--- src/design/bsf_pkg.sv ---
// Shared types and constants for the banned substring filter.
// Holds the banned word table used by the matcher.
// No dependencies.
package bsf_pkg;

    // Item kinds carried on the input tuser bit.
    typedef enum logic
    {
        KIND_BYTE = 1'b0,
        KIND_END  = 1'b1
    } kind_t;

    localparam int unsigned CHAR_W      = 8;
    localparam int unsigned WINDOW_LEN  = 7;
    localparam int unsigned WINDOW_W    = WINDOW_LEN * CHAR_W;
    localparam int unsigned SEQ_W       = WINDOW_W + CHAR_W;
    localparam int unsigned WORD_SLOTS  = 8;
    localparam int unsigned COUNT_W     = 13;
    localparam int unsigned LENGTH_W    = 12;

    localparam logic [COUNT_W-1:0]  COUNT_LIMIT       = {COUNT_W{1'b1}};
    localparam logic [LENGTH_W-1:0] MAX_LENGTH_RESET  = 12'd280;

    // Each word is right-aligned: its last character sits in the lowest byte,
    // which lines up with the newest byte of the window sequence.
    localparam logic [SEQ_W-1:0] WORD_TAIL [WORD_SLOTS] = '{
        64'h0000_414C_5041_4341,
        64'h0000_6170_696B_6579,
        64'h0061_7069_5F6B_6579,
        64'h0061_7069_2D6B_6579,
        64'h0000_7365_6372_6574,
        64'h0000_0074_6F6B_656E,
        64'h7061_7373_776F_7264,
        64'h0042_6561_7265_7220
    };

    // Byte mask covering the length of each word.
    localparam logic [SEQ_W-1:0] WORD_MASK [WORD_SLOTS] = '{
        64'h0000_FFFF_FFFF_FFFF,
        64'h0000_FFFF_FFFF_FFFF,
        64'h00FF_FFFF_FFFF_FFFF,
        64'h00FF_FFFF_FFFF_FFFF,
        64'h0000_FFFF_FFFF_FFFF,
        64'h0000_00FF_FFFF_FFFF,
        64'hFFFF_FFFF_FFFF_FFFF,
        64'h00FF_FFFF_FFFF_FFFF
    };

endpackage

--- src/design/bsf_word_match.sv ---
// Combinational compare of the byte window plus the newest byte against
// the banned word table.
// Depends on bsf_pkg.
module bsf_word_match
(
    input  logic [bsf_pkg::WINDOW_W-1:0] window,
    input  logic [bsf_pkg::CHAR_W-1:0]   fresh,
    output logic                         hit
);

    logic [bsf_pkg::SEQ_W-1:0]      seq;
    logic [bsf_pkg::WORD_SLOTS-1:0] slot_hit;

    assign seq = {window, fresh};

    // One independent masked compare per banned word.
    always_comb
    begin
        for (int w = 0; w < bsf_pkg::WORD_SLOTS; w++)
        begin
            slot_hit[w] = ((seq ^ bsf_pkg::WORD_TAIL[w]) & bsf_pkg::WORD_MASK[w])
                          == '0;
        end
    end

    assign hit = |slot_hit;

endmodule

--- src/design/bsf_out_reg.sv ---
// Result register for the verdict stream.
// Holds one verdict until the downstream side takes it.
// Depends on no package items.
module bsf_out_reg
(
    input  logic       clk,
    input  logic       rst_n,
    input  logic       result_valid,
    input  logic       result_accepted,
    output logic       load_ready,
    output logic       m_tvalid,
    input  logic       m_tready,
    output logic [7:0] m_tdata      // [0] accepted, [7:1] zero
);

    logic m_tvalid_reg;
    logic m_tvalid_next;
    logic accepted_reg;

    // The register can take a new verdict when empty or being drained.
    assign load_ready = !m_tvalid_reg || m_tready;

    always_comb
    begin
        if (result_valid && load_ready)
        begin
            m_tvalid_next = 1'b1;
        end
        else if (m_tready)
        begin
            m_tvalid_next = 1'b0;
        end
        else
        begin
            m_tvalid_next = m_tvalid_reg;
        end
    end

    always_ff @(posedge clk or negedge rst_n)
    begin
        if (!rst_n)
        begin
            m_tvalid_reg <= 1'b0;
        end
        else
        begin
            m_tvalid_reg <= m_tvalid_next;
        end
    end

    // Payload carries no reset.
    always_ff @(posedge clk)
    begin
        if (result_valid && load_ready)
        begin
            accepted_reg <= result_accepted;
        end
    end

    assign m_tvalid = m_tvalid_reg;
    assign m_tdata  = {7'd0, accepted_reg};

endmodule

--- src/design/banned_substring_filter_core.sv ---
// Top level of the banned substring filter: input register, message state,
// word matcher and verdict register.
// Depends on bsf_pkg, bsf_word_match and bsf_out_reg.
//
// The filter takes one request per clock cycle unless stalled: message bytes
// with tuser low and an end marker with tuser high. Each byte is checked against
// the banned word table in a single compare stage sitting between the input
// register and the message state, so a steady stream runs at one byte per cycle.
// The end marker passes from the input register into the verdict register,
// which raises one verdict on the master side; a byte produces nothing. The
// input side stalls only while an end marker waits for the verdict register to
// free up. max_length may be written on the cfg channel at any time the filter
// is idle and is always ready.
module banned_substring_filter_core
(
    input  logic                           clk,
    input  logic                           rst_n,
    input  logic                           s_tvalid,
    output logic                           s_tready,
    input  logic [7:0]                     s_tdata,   // [7:0] char_code
    input  logic                           s_tuser,   // [0] kind
    output logic                           m_tvalid,
    input  logic                           m_tready,
    output logic [7:0]                     m_tdata,   // [0] accepted, [7:1] zero
    input  logic                           cfg_valid,
    output logic                           cfg_ready,
    input  logic [bsf_pkg::LENGTH_W-1:0]   cfg_data
);

    logic                           in_valid_reg;
    logic                           in_valid_next;
    bsf_pkg::kind_t                 in_kind_reg;
    logic [bsf_pkg::CHAR_W-1:0]     in_char_reg;

    logic [bsf_pkg::WINDOW_W-1:0]   recent_bytes_reg;
    logic [bsf_pkg::WINDOW_W-1:0]   recent_bytes_next;
    logic [bsf_pkg::COUNT_W-1:0]    byte_count_reg;
    logic [bsf_pkg::COUNT_W-1:0]    byte_count_next;
    logic                           word_found_reg;
    logic                           word_found_next;
    logic [bsf_pkg::LENGTH_W-1:0]   max_length_reg;

    logic                           s_accept;
    logic                           stage_fire;
    logic                           load_ready;
    logic                           hit;
    logic                           verdict_valid;
    logic                           verdict_ok;

    // Configuration register, always writable.
    assign cfg_ready = 1'b1;

    always_ff @(posedge clk or negedge rst_n)
    begin
        if (!rst_n)
        begin
            max_length_reg <= bsf_pkg::MAX_LENGTH_RESET;
        end
        else if (cfg_valid && cfg_ready)
        begin
            max_length_reg <= cfg_data;
        end
    end

    // Stage handshake: bytes always advance, an end marker needs the
    // verdict register.
    assign stage_fire = in_valid_reg &&
                        ((in_kind_reg == bsf_pkg::KIND_BYTE) || load_ready);
    assign s_tready   = !in_valid_reg || stage_fire;
    assign s_accept   = s_tvalid && s_tready;

    always_comb
    begin
        if (s_accept)
        begin
            in_valid_next = 1'b1;
        end
        else if (stage_fire)
        begin
            in_valid_next = 1'b0;
        end
        else
        begin
            in_valid_next = in_valid_reg;
        end
    end

    always_ff @(posedge clk or negedge rst_n)
    begin
        if (!rst_n)
        begin
            in_valid_reg <= 1'b0;
        end
        else
        begin
            in_valid_reg <= in_valid_next;
        end
    end

    // Input payload register.
    always_ff @(posedge clk)
    begin
        if (s_accept)
        begin
            in_kind_reg <= bsf_pkg::kind_t'(s_tuser);
            in_char_reg <= s_tdata;
        end
    end

    bsf_word_match u_match
    (
        .window (recent_bytes_reg),
        .fresh  (in_char_reg),
        .hit    (hit)
    );

    // Message state update: shift and count on a byte, clear on the end marker.
    always_comb
    begin
        recent_bytes_next = recent_bytes_reg;
        byte_count_next   = byte_count_reg;
        word_found_next   = word_found_reg;
        if (stage_fire)
        begin
            if (in_kind_reg == bsf_pkg::KIND_END)
            begin
                recent_bytes_next = '0;
                byte_count_next   = '0;
                word_found_next   = 1'b0;
            end
            else
            begin
                recent_bytes_next = {recent_bytes_reg[bsf_pkg::WINDOW_W-bsf_pkg::CHAR_W-1:0],
                                     in_char_reg};
                if (byte_count_reg != bsf_pkg::COUNT_LIMIT)
                begin
                    byte_count_next = byte_count_reg + 1'b1;
                end
                word_found_next = word_found_reg | hit;
            end
        end
    end

    always_ff @(posedge clk or negedge rst_n)
    begin
        if (!rst_n)
        begin
            recent_bytes_reg <= '0;
            byte_count_reg   <= '0;
            word_found_reg   <= 1'b0;
        end
        else
        begin
            recent_bytes_reg <= recent_bytes_next;
            byte_count_reg   <= byte_count_next;
            word_found_reg   <= word_found_next;
        end
    end

    // Verdict from the state accumulated before the end marker.
    assign verdict_valid = stage_fire && (in_kind_reg == bsf_pkg::KIND_END);
    assign verdict_ok    = (byte_count_reg <= {1'b0, max_length_reg}) && !word_found_reg;

    bsf_out_reg u_out
    (
        .clk             (clk),
        .rst_n           (rst_n),
        .result_valid    (verdict_valid),
        .result_accepted (verdict_ok),
        .load_ready      (load_ready),
        .m_tvalid        (m_tvalid),
        .m_tready        (m_tready),
        .m_tdata         (m_tdata)
    );

`ifndef ASSERT_OFF
    // A byte below saturation raises the count by exactly one.
    assert property (@(posedge clk) disable iff (!rst_n)
        (stage_fire && (in_kind_reg == bsf_pkg::KIND_BYTE) &&
         (byte_count_reg != bsf_pkg::COUNT_LIMIT))
        |=> (byte_count_reg == $past(byte_count_reg) + 1'b1))
        else $error("byte count did not advance on a message byte");

    // The end marker leaves the message state cleared.
    assert property (@(posedge clk) disable iff (!rst_n)
        verdict_valid |=> ((byte_count_reg == '0) && !word_found_reg &&
                           (recent_bytes_reg == '0)))
        else $error("message state not cleared after verdict");

    // The hit flag only drops at the end marker.
    assert property (@(posedge clk) disable iff (!rst_n)
        (word_found_reg && !verdict_valid) |=> word_found_reg)
        else $error("hit flag lost inside a message");

    // A stalled end marker stays in the input register.
    assert property (@(posedge clk) disable iff (!rst_n)
        (in_valid_reg && (in_kind_reg == bsf_pkg::KIND_END) && !load_ready)
        |=> (in_valid_reg && (in_kind_reg == bsf_pkg::KIND_END)))
        else $error("stalled end marker dropped");
`endif

endmodule

--- config.mk ---
export PLATFORM = sky130hd
export DESIGN_NAME = banned_substring_filter_core
export DESIGN_NICKNAME = d
export VERILOG_FILES = /design/src/design/bsf_pkg.sv /design/src/design/bsf_word_match.sv /design/src/design/bsf_out_reg.sv /design/src/design/banned_substring_filter_core.sv
export SDC_FILE = /design/constraint.sdc
export NUM_CORES = 1
export LEC_CHECK = 0
export BUFFER_PORTS_ARGS = -buffer_cell sky130_fd_sc_hd__buf_2
export CORE_MARGIN = 2
export CORE_UTILIZATION = 54
export CTS_BUF_LIST = sky130_fd_sc_hd__clkbuf_4 sky130_fd_sc_hd__clkbuf_8 sky130_fd_sc_hd__clkbuf_16
export DETAILED_ROUTE_END_ITERATION = 6
export GPL_ROUTABILITY_DRIVEN = 0
export PLACE_DENSITY = 0.73
export SLEW_MARGIN = 20
export SYNTH_ARGS = -nofsm -noshare
export SYNTH_HDL_FRONTEND = slang
export SYNTH_HIERARCHICAL = 1
export SYNTH_SLANG_ARGS = --single-unit
export TNS_END_PERCENT = 100
--- constraint.sdc ---
create_clock -name clk -period 1.9 [get_ports clk]
set_input_delay 0.095 -clock clk [delete_from_list [all_inputs] [get_ports clk]]
set_output_delay 0.095 -clock clk [all_outputs]
set_load 0.03 [all_outputs]
==> metrics.yaml, run 1 <==
cts_sinks: 94
grtUsageTotal_pct: 25.11
synth_compound_area_share_pct: 17.88
fp-row-count: 33
setup_violations: 1
pwr-share-comb_pct: 15.4
cp-end-kind: "flip-flop"
net-switching-power_mw: 1.234
max_slew_margin_pct: 58.00
worstPathRequired_ns: 2.19
grt_pass1_wl_mm: 17.56
cts_inserted_buffers: 9
status: "complete, but fails checks"
violations: "negative setup slack"
yosys_most_used_dff: "dfrtp_1"
place_worst_setup_slack_ns: -0.03194
period_share_pct: 103.1
areaGrowthSynthToFinish_pct: 21.97
crit_buf_inv: 0
max_cap_violations: 0
cts_tree: "yes"
clk_pin_slew_ns: 0.10
drtIter0Drc: 256
power.internal_mw: 3.089
use_met2_pct: 37.12
route.detailed.drc: 0
synthMuxAreaShare_pct: 0.7131
die_w_um: 95.91
synth_async_sr_flop_share_pct: 89.36
maxSlewViolCount: 0
ios: 37
avgSynthCellArea_um2: 11.52
synth_seq_cells: 94
synth_seq_area_share_pct: 52.74
cp_slowest_stage_delay_ns: 0.51
setup_ws_ns: -0.05804
drt-total-wl_mm: 10.91
dieArea_mm2: 0.009199
synth_top_family_by_area: "simple AND/OR/NAND/NOR gates"
diodes: 0
critPathTopFamily: "simple AND/OR/NAND/NOR gates"
dp_hpwl_mm: 7.328
grt_overflow: 0
gr-usage-met3_pct: 3.759
synth_simple_gate_area_share_pct: 20.82
slowest_stage: "or4_1"
port_buffers: 28
netlist_area_mm2: 0.004562
tightest_slew_ns: 0.6141
min_path_type: "in -> reg"
hold_viol: 0
chipHeight_um: 95.91
peakVddDrop_mv: 0.5160
seqPwrFrac_pct: 53.3
p_sw_share_pct: 28.55
critical_path.cell_chain: "nand4bb_4 -> or4_1 -> nor4_2 -> o2111ai_1 -> nand4_1 -> a21oi_1 -> nor2_1"
grt_use_met1_pct: 38.26
regToRegStartpoint: "recent_bytes_reg[10]"
synthAdderAreaFrac_pct: 3.566
wl_per_cell_um: 18.46
synth-edff-count: 10
p_leak_nw: 2.553
crit_fanout: 5
max_freq_mhz: 510.7
synth_common_cells: "dfrtp_1 (81), a22o_1 (56), nand2_1 (21)"
fin_crit_ns: 1.958
grt_max_degree: 57
hp-start: "m_tready"
cts_root_buf: "clkbuf_8"
start_util_pct: 55.52
post-route-util_pct: 67.72
worstSetupStartpointType: "flip-flop"
clk_path_buf_depth: 2
drt_pre_antenna_iters: 5
synth_top_cell_by_area: "dfrtp_1"
coreArea_mm2: 0.008217
clock_skew_ns: 0.01517
largest_reg_flops: 56
clkPwrFrac_pct: 31.3
fillCellCount: 605
fin_nets: 520
ys_types: 63
clkLatencyLatePin_ns: 0.37
critPathKind: "reg -> reg"
antenna_found_initial: 0
power_density_mw_per_mm2: 776.9
yosysTopAreaCellShare_pct: 44.43
h-tree-depth: 3
ys_warn_count: 6
vias_per_cell: 6.144
ant_nets: 0
synthTopCellsByArea: "dfrtp_1 (44%), a22o_1 (11%), edfxtp_1 (6.6%), ha_1 (3.6%), nand4b_1 (1.9%)"
worstPathArrival_ns: 2.25
synth_xor_xnor_area_share_pct: 0
synthCells: 396
grt_pass1_vias: 3490
vias: 3631
yosysMostFrequentCell: "dfrtp_1"
drive_gt1_share_pct: 24.69
startpoint: "recent_bytes_reg[10]"
busiest_layer: "met1"
grt_setup_unrepaired: "yes"
-- final cells by class --
class                           count  area [µm²]  area share [%]
Tap cell                          105       131.4           2.361
Sequential cell                    94        2407           43.27
Multi-Input combinational cell    270        2066           37.13
Clock buffer                        9       123.9           2.226
Timing Repair Buffer               93       713.2           12.82
Inverter                           13       48.80          0.8770
Clock inverter                      7       73.82           1.327
-- worst paths after layout --
path                       cells past startpoint  slack (ns)                    to
max                                            7       -0.06        word_found_reg
min                                            3        0.03        u_out/m_tvalid
max reg2reg                                    7       -0.06        word_found_reg
min reg2reg                                    1        0.51  recent_bytes_reg[53]
max in group asynchronous                      3        1.03     max_length_reg[3]
min in group asynchronous                      2        0.20  recent_bytes_reg[32]
-- power by group through the flow --
stage / logic, mW / registers (mW) / clock network [mW]
2_1_floorplan: 0.361 / 2.32 / 0
4_1_cts: 0.650 / 2.30 / 1.36
6_report: 0.666 / 2.31 / 1.35
3_5_place_dp: 0.608 / 2.34 / 0
3_3_place_gp: 0.588 / 2.33 / 0
5_1_grt: 0.734 / 2.32 / 1.45
-- layout by cell type (no fill, tap or decap), types with 6 or more instances in the layout --
cell type      instances
a211o_2                6
a22o_1                56
buf_2                 27
buf_4                 41
clkbuf_8               9
conb_1                 8
dfrtp_1               80
dlygate4sd3_1         23
edfxtp_1              10
ha_1                  13
inv_1                 13
nand2_1               20
nand2b_1               7
nand3_1               11
nand4_1               13
nand4b_1              10
nor2_1                16
nor3_1                 7
nor4_1                 6
o21ai_0               13
-- tightest hold or removal path, delay by kind of cell --
family                 cells  cell delay, ns
buffers and inverters      1            0.07
and+or+nand+nor            2            0.18
-- cells by family (layout without fill, tap and decap cells) --
| family | count (synthesis) | after routing |
|---|---|---|
| simple gates | 145 | 145 |
| compound gates | 101 | 101 |
| flops | 94 | 94 |
| buf+inv | 38 | 122 |
| fa+ha+maj | 13 | 13 |
| mux | 3 | 3 |
| other cells | 2 | 8 |
-- per-layer routing --
| metal | vias to the layer above | part of all wire, % |
|---|---|---|
| li1 | 1690 | - |
| met1 | 1781 | 46 |
| met2 | 145 | 46 |
| met3 | 15 | 6.6 |
| met4 | 0 | 0.93 |
| met5 | - | 0 |
-- metrics by stage --
step	setup TNS [ns]	power [mW]	instances	hold slack, ns	instance area [µm²]
after CTS	-0.01491	4.302	590	0.01233	5505
after global placement	0	2.920	551	0.05584	5062
after detailed placement	-0.03194	2.945	551	0.06115	5062
final	-0.05804	4.323	591	0.02738	5564
after floorplan	0	2.681	402	-0.2006	4584
after global routing	-0.1588	4.508	591	0.02413	5564
-- timing repair --
| action | CTS | global route |
|---|---|---|
| endpoints found under the hold margin | 52 | 0 |
| setup buffers | 0 | 1 |
| endpoints found under the setup margin | 1 | 2 |
| resized for setup | 2 | 10 |
| hold buffers | 23 | 0 |
| pin swaps | 0 | 2 |
Note: power is estimated with default switching activity, not from simulation.
==> run 2, diff against run 1 <==
SYNTH_HIERARCHICAL = not set   (was 1)
==> run 2 against run 1 <==
  * The flow now finishes without violations
  * Synthesized cell count is 0.51% lower
  * Utilization decreased by 3.1 points
  * First-iteration DRC count increased by 1.2%
  * Clock skew shrank 0.0083 ns
  * Register-to-register slack improved by 0.08 ns
  * Critical path type unchanged
  * Largest power group unchanged
==> metrics.yaml, run 2 <==
status: "completed"
largest_reg_flops: 56  # unchanged
hold-path-cell-count: 4  # +1
antenna_found_initial: 0  # unchanged
critPathKind: "reg -> reg"
fillCellCount: 661  # +9.3%
final_common_cell: "dfrtp_1"
ios: 37  # unchanged
drtIter0Drc: 259  # +1.2%
maxSlewViolCount: 0  # unchanged
net-switching-power_mw: 1.114  # -9.7%
clk_pin_slew_ns: 0.08  # -0.02 ns
dp_hpwl_mm: 6.668  # -9.0%
start_util_pct: 55.07  # -0.45 points
crit_fanout: 4  # -1
grtUsageTotal_pct: 23.91  # -1.2 points
ys_types: 52  # -17%
max_slew_margin_pct: 62.31  # +4.3 points
synth_common_cells: "dfrtp_1 (81), a22o_1 (54), nand2_1 (26)"
multi_input_area_mm2: 0.001883  # -8.8%
drt_pre_antenna_iters: 5  # unchanged
avgSynthCellArea_um2: 11.31  # -1.8%
worstSetupStartpointType: "flip-flop"
vias: 3371  # -7.2%
cts_tree: "yes"
seqPwrFrac_pct: 54.0  # +0.7 points
tightest_slew_ns: 0.5653  # -0.04886 ns
port_buffers: 28  # unchanged
vias_per_cell: 5.988  # -2.5%
worstPathArrival_ns: 2.18  # -0.07 ns
cts_root_buf: "clkbuf_8"
finalPower_mw: 4.251  # -1.6%
layout_common_cells: "dfrtp_1 (80), a22o_1 (54), buf_2 (27), nand2_1 (26), dlygate4sd3_1 (23)"
power.internal_mw: 3.137  # +1.6%
synth_async_sr_flop_share_pct: 89.36  # unchanged
wl_per_cell_um: 17.78  # -3.7%
ys_warn_count: 0  # -6
grt_pass1_wl_mm: 16.44  # -6.4%
die_w_um: 94.85  # -1.1%
clock_skew_ns: 0.006874  # -0.008300 ns
route.detailed.drc: 0  # unchanged
fp-row-count: 33  # unchanged
h-tree-depth: 3  # unchanged
fin_crit_ns: 1.880  # -0.07774 ns
areaGrowthSynthToFinish_pct: 17.38
cts_inserted_buffers: 9  # unchanged
hold_viol: 0  # unchanged
p_leak_nw: 2.332  # -8.6%
setup_violations: 0  # -1
grt_max_degree: 73  # +28%
yosys_most_used_dff: "dfrtp_1"
grt_setup_unrepaired: "yes"
synth_seq_area_share_pct: 53.99  # +1.2 points
post-route-util_pct: 64.64  # -3.1 points
setup_ws_ns: 0.01969  # +0.07774 ns
synth-edff-count: 10  # unchanged
max_cap_violations: 0  # unchanged
cp-end-kind: "flip-flop"
yosysMostFrequentCell: "dfrtp_1"
synth_top_cell_by_area: "dfrtp_1"
synthTopCellsByArea: "dfrtp_1 (45%), a22o_1 (11%), edfxtp_1 (6.7%), ha_1 (3.6%), nand2_1 (2.2%)"
chipHeight_um: 94.85  # -1.1%
place_worst_setup_slack_ns: 0.04167  # +0.07361 ns
r2r.worst_path.cells: 6  # -1
synth_seq_cells: 94  # unchanged
pwr-share-comb_pct: 12.2  # -3.2 points
p_sw_share_pct: 26.21  # -2.3 points
ant_nets: 0  # unchanged
dieArea_mm2: 0.008996  # -2.2%
clkPwrFrac_pct: 33.8  # +2.5 points
netlist_area_mm2: 0.004457  # -2.3%
cts_sinks: 94  # unchanged
setup_tns_ns: 0  # +0.05804 ns
max_freq_mhz: 531.8  # +4.1%
grt_pass1_vias: 3243  # -7.1%
fin_nets: 492  # -5.4%
min_path_type: "in -> reg"
regArea_mm2: 0.002407  # unchanged
power_density_mw_per_mm2: 812.7  # +4.6%
diodes: 0  # unchanged
period_share_pct: 98.96  # -4.1 points
clk_path_buf_depth: 2  # unchanged
drt-total-wl_mm: 10.01  # -8.2%
clkLatencyLatePin_ns: 0.36  # about the same
worstPathRequired_ns: 2.20  # about the same
grt_overflow: 0  # unchanged
coreArea_mm2: 0.008093  # -1.5%
yosysTopAreaCellShare_pct: 45.48  # +1.0 points
peakVddDrop_mv: 0.4737  # -8.2%
worst_hold_slack_ns: 0.09771  # +0.07033 ns
drive_gt1_share_pct: 19.00  # -5.7 points
synthCells: 394  # -0.51%
==> run 2: cell count changes after synthesis, sizes merged, moves of 5 or more <==
| cell | delta |
|---|---|
| inv | +6 |
| nand2 | +5 |
| nand2b | -7 |
| nor2 | +6 |
| xnor2 | +5 |
| xor2 | +5 |
| a211o | -6 |
==> run 2: stage by stage <==
step,cell area (µm²),cells
after global routing,5231,563
after CTS,5215,562
after global placement,4763,523
after floorplan,4479,400
final,5231,563
after detailed placement,4763,523
==> run 2: logic make-up (layout without fill, tap and decap cells) <==
kind of cell	Yosys count	count (layout)	share of synthesized area (%)
AND/OR/NAND/NOR	141	141	19.85
flip-flops	94	94	53.99
AO/OA/AOI/OAI	88	88	15.22
buffers and inverters	44	102	4.660
adder cells (fa/ha/maj)	13	13	3.650
XOR/XNOR	10	10	1.965
other	2	8	0.1685
multiplexers	2	2	0.5053
==> run 2: routing by layer <==
layer  routed length (µm)  track usage (%)
met3                  549            3.512
met2                 4468            35.11
met5                    0                0
met1                 4786            36.12
met4                  205            8.696
==> run 2: final cells by class <==
cell class	instances	area share, %
clock buffers	12	3.253
clock inverters	4	0.9567
inverters	19	1.363
multi-input cells	262	36.00
flip-flops and latches	94	46.02
well taps	105	2.511
repair buffers	67	9.902
==> run 2: power groups by stage <==
stage	clock network, mW	logic, mW	registers [mW]
after floorplan	0	0.326	2.29
after global placement	0	0.463	2.32
after detailed placement	0	0.477	2.33
after CTS	1.47	0.515	2.29
after global routing	1.56	0.580	2.31
final	1.44	0.518	2.30
==> run 2: timing repair <==
| action | in CTS | in global routing |
|---|---|---|
| setup buffers | 0 | 1 |
| hold buffers | 23 | 0 |
| setup endpoints to repair | 1 | 6 |
| gates resized for setup | 1 | 4 |
| hold endpoints to repair | 103 | 0 |
==> run 2: worst paths after layout <==
kind	start	endpoint	slack, ns
worst max-delay path	recent_bytes_reg[7]	word_found_reg	0.02
worst min-delay path	m_tready	in_valid_reg	0.1
worst max register to register	recent_bytes_reg[7]	word_found_reg	0.02
worst min register to register	recent_bytes_reg[53]	recent_bytes_reg[53]	0.52
max in group asynchronous	rst_n	max_length_reg[3]	1.15
min in group asynchronous	rst_n	recent_bytes_reg[43]	0.11
==> run 2: critical path, cell delays in order (launching register included) <==
cell	delay, ns
dfrtp_1	0.43
nor4bb_1	0.51
nand4_1	0.18
nor4_1	0.37
o21ai_0	0.17
o21ai_2	0.07
a211o_1	0.10
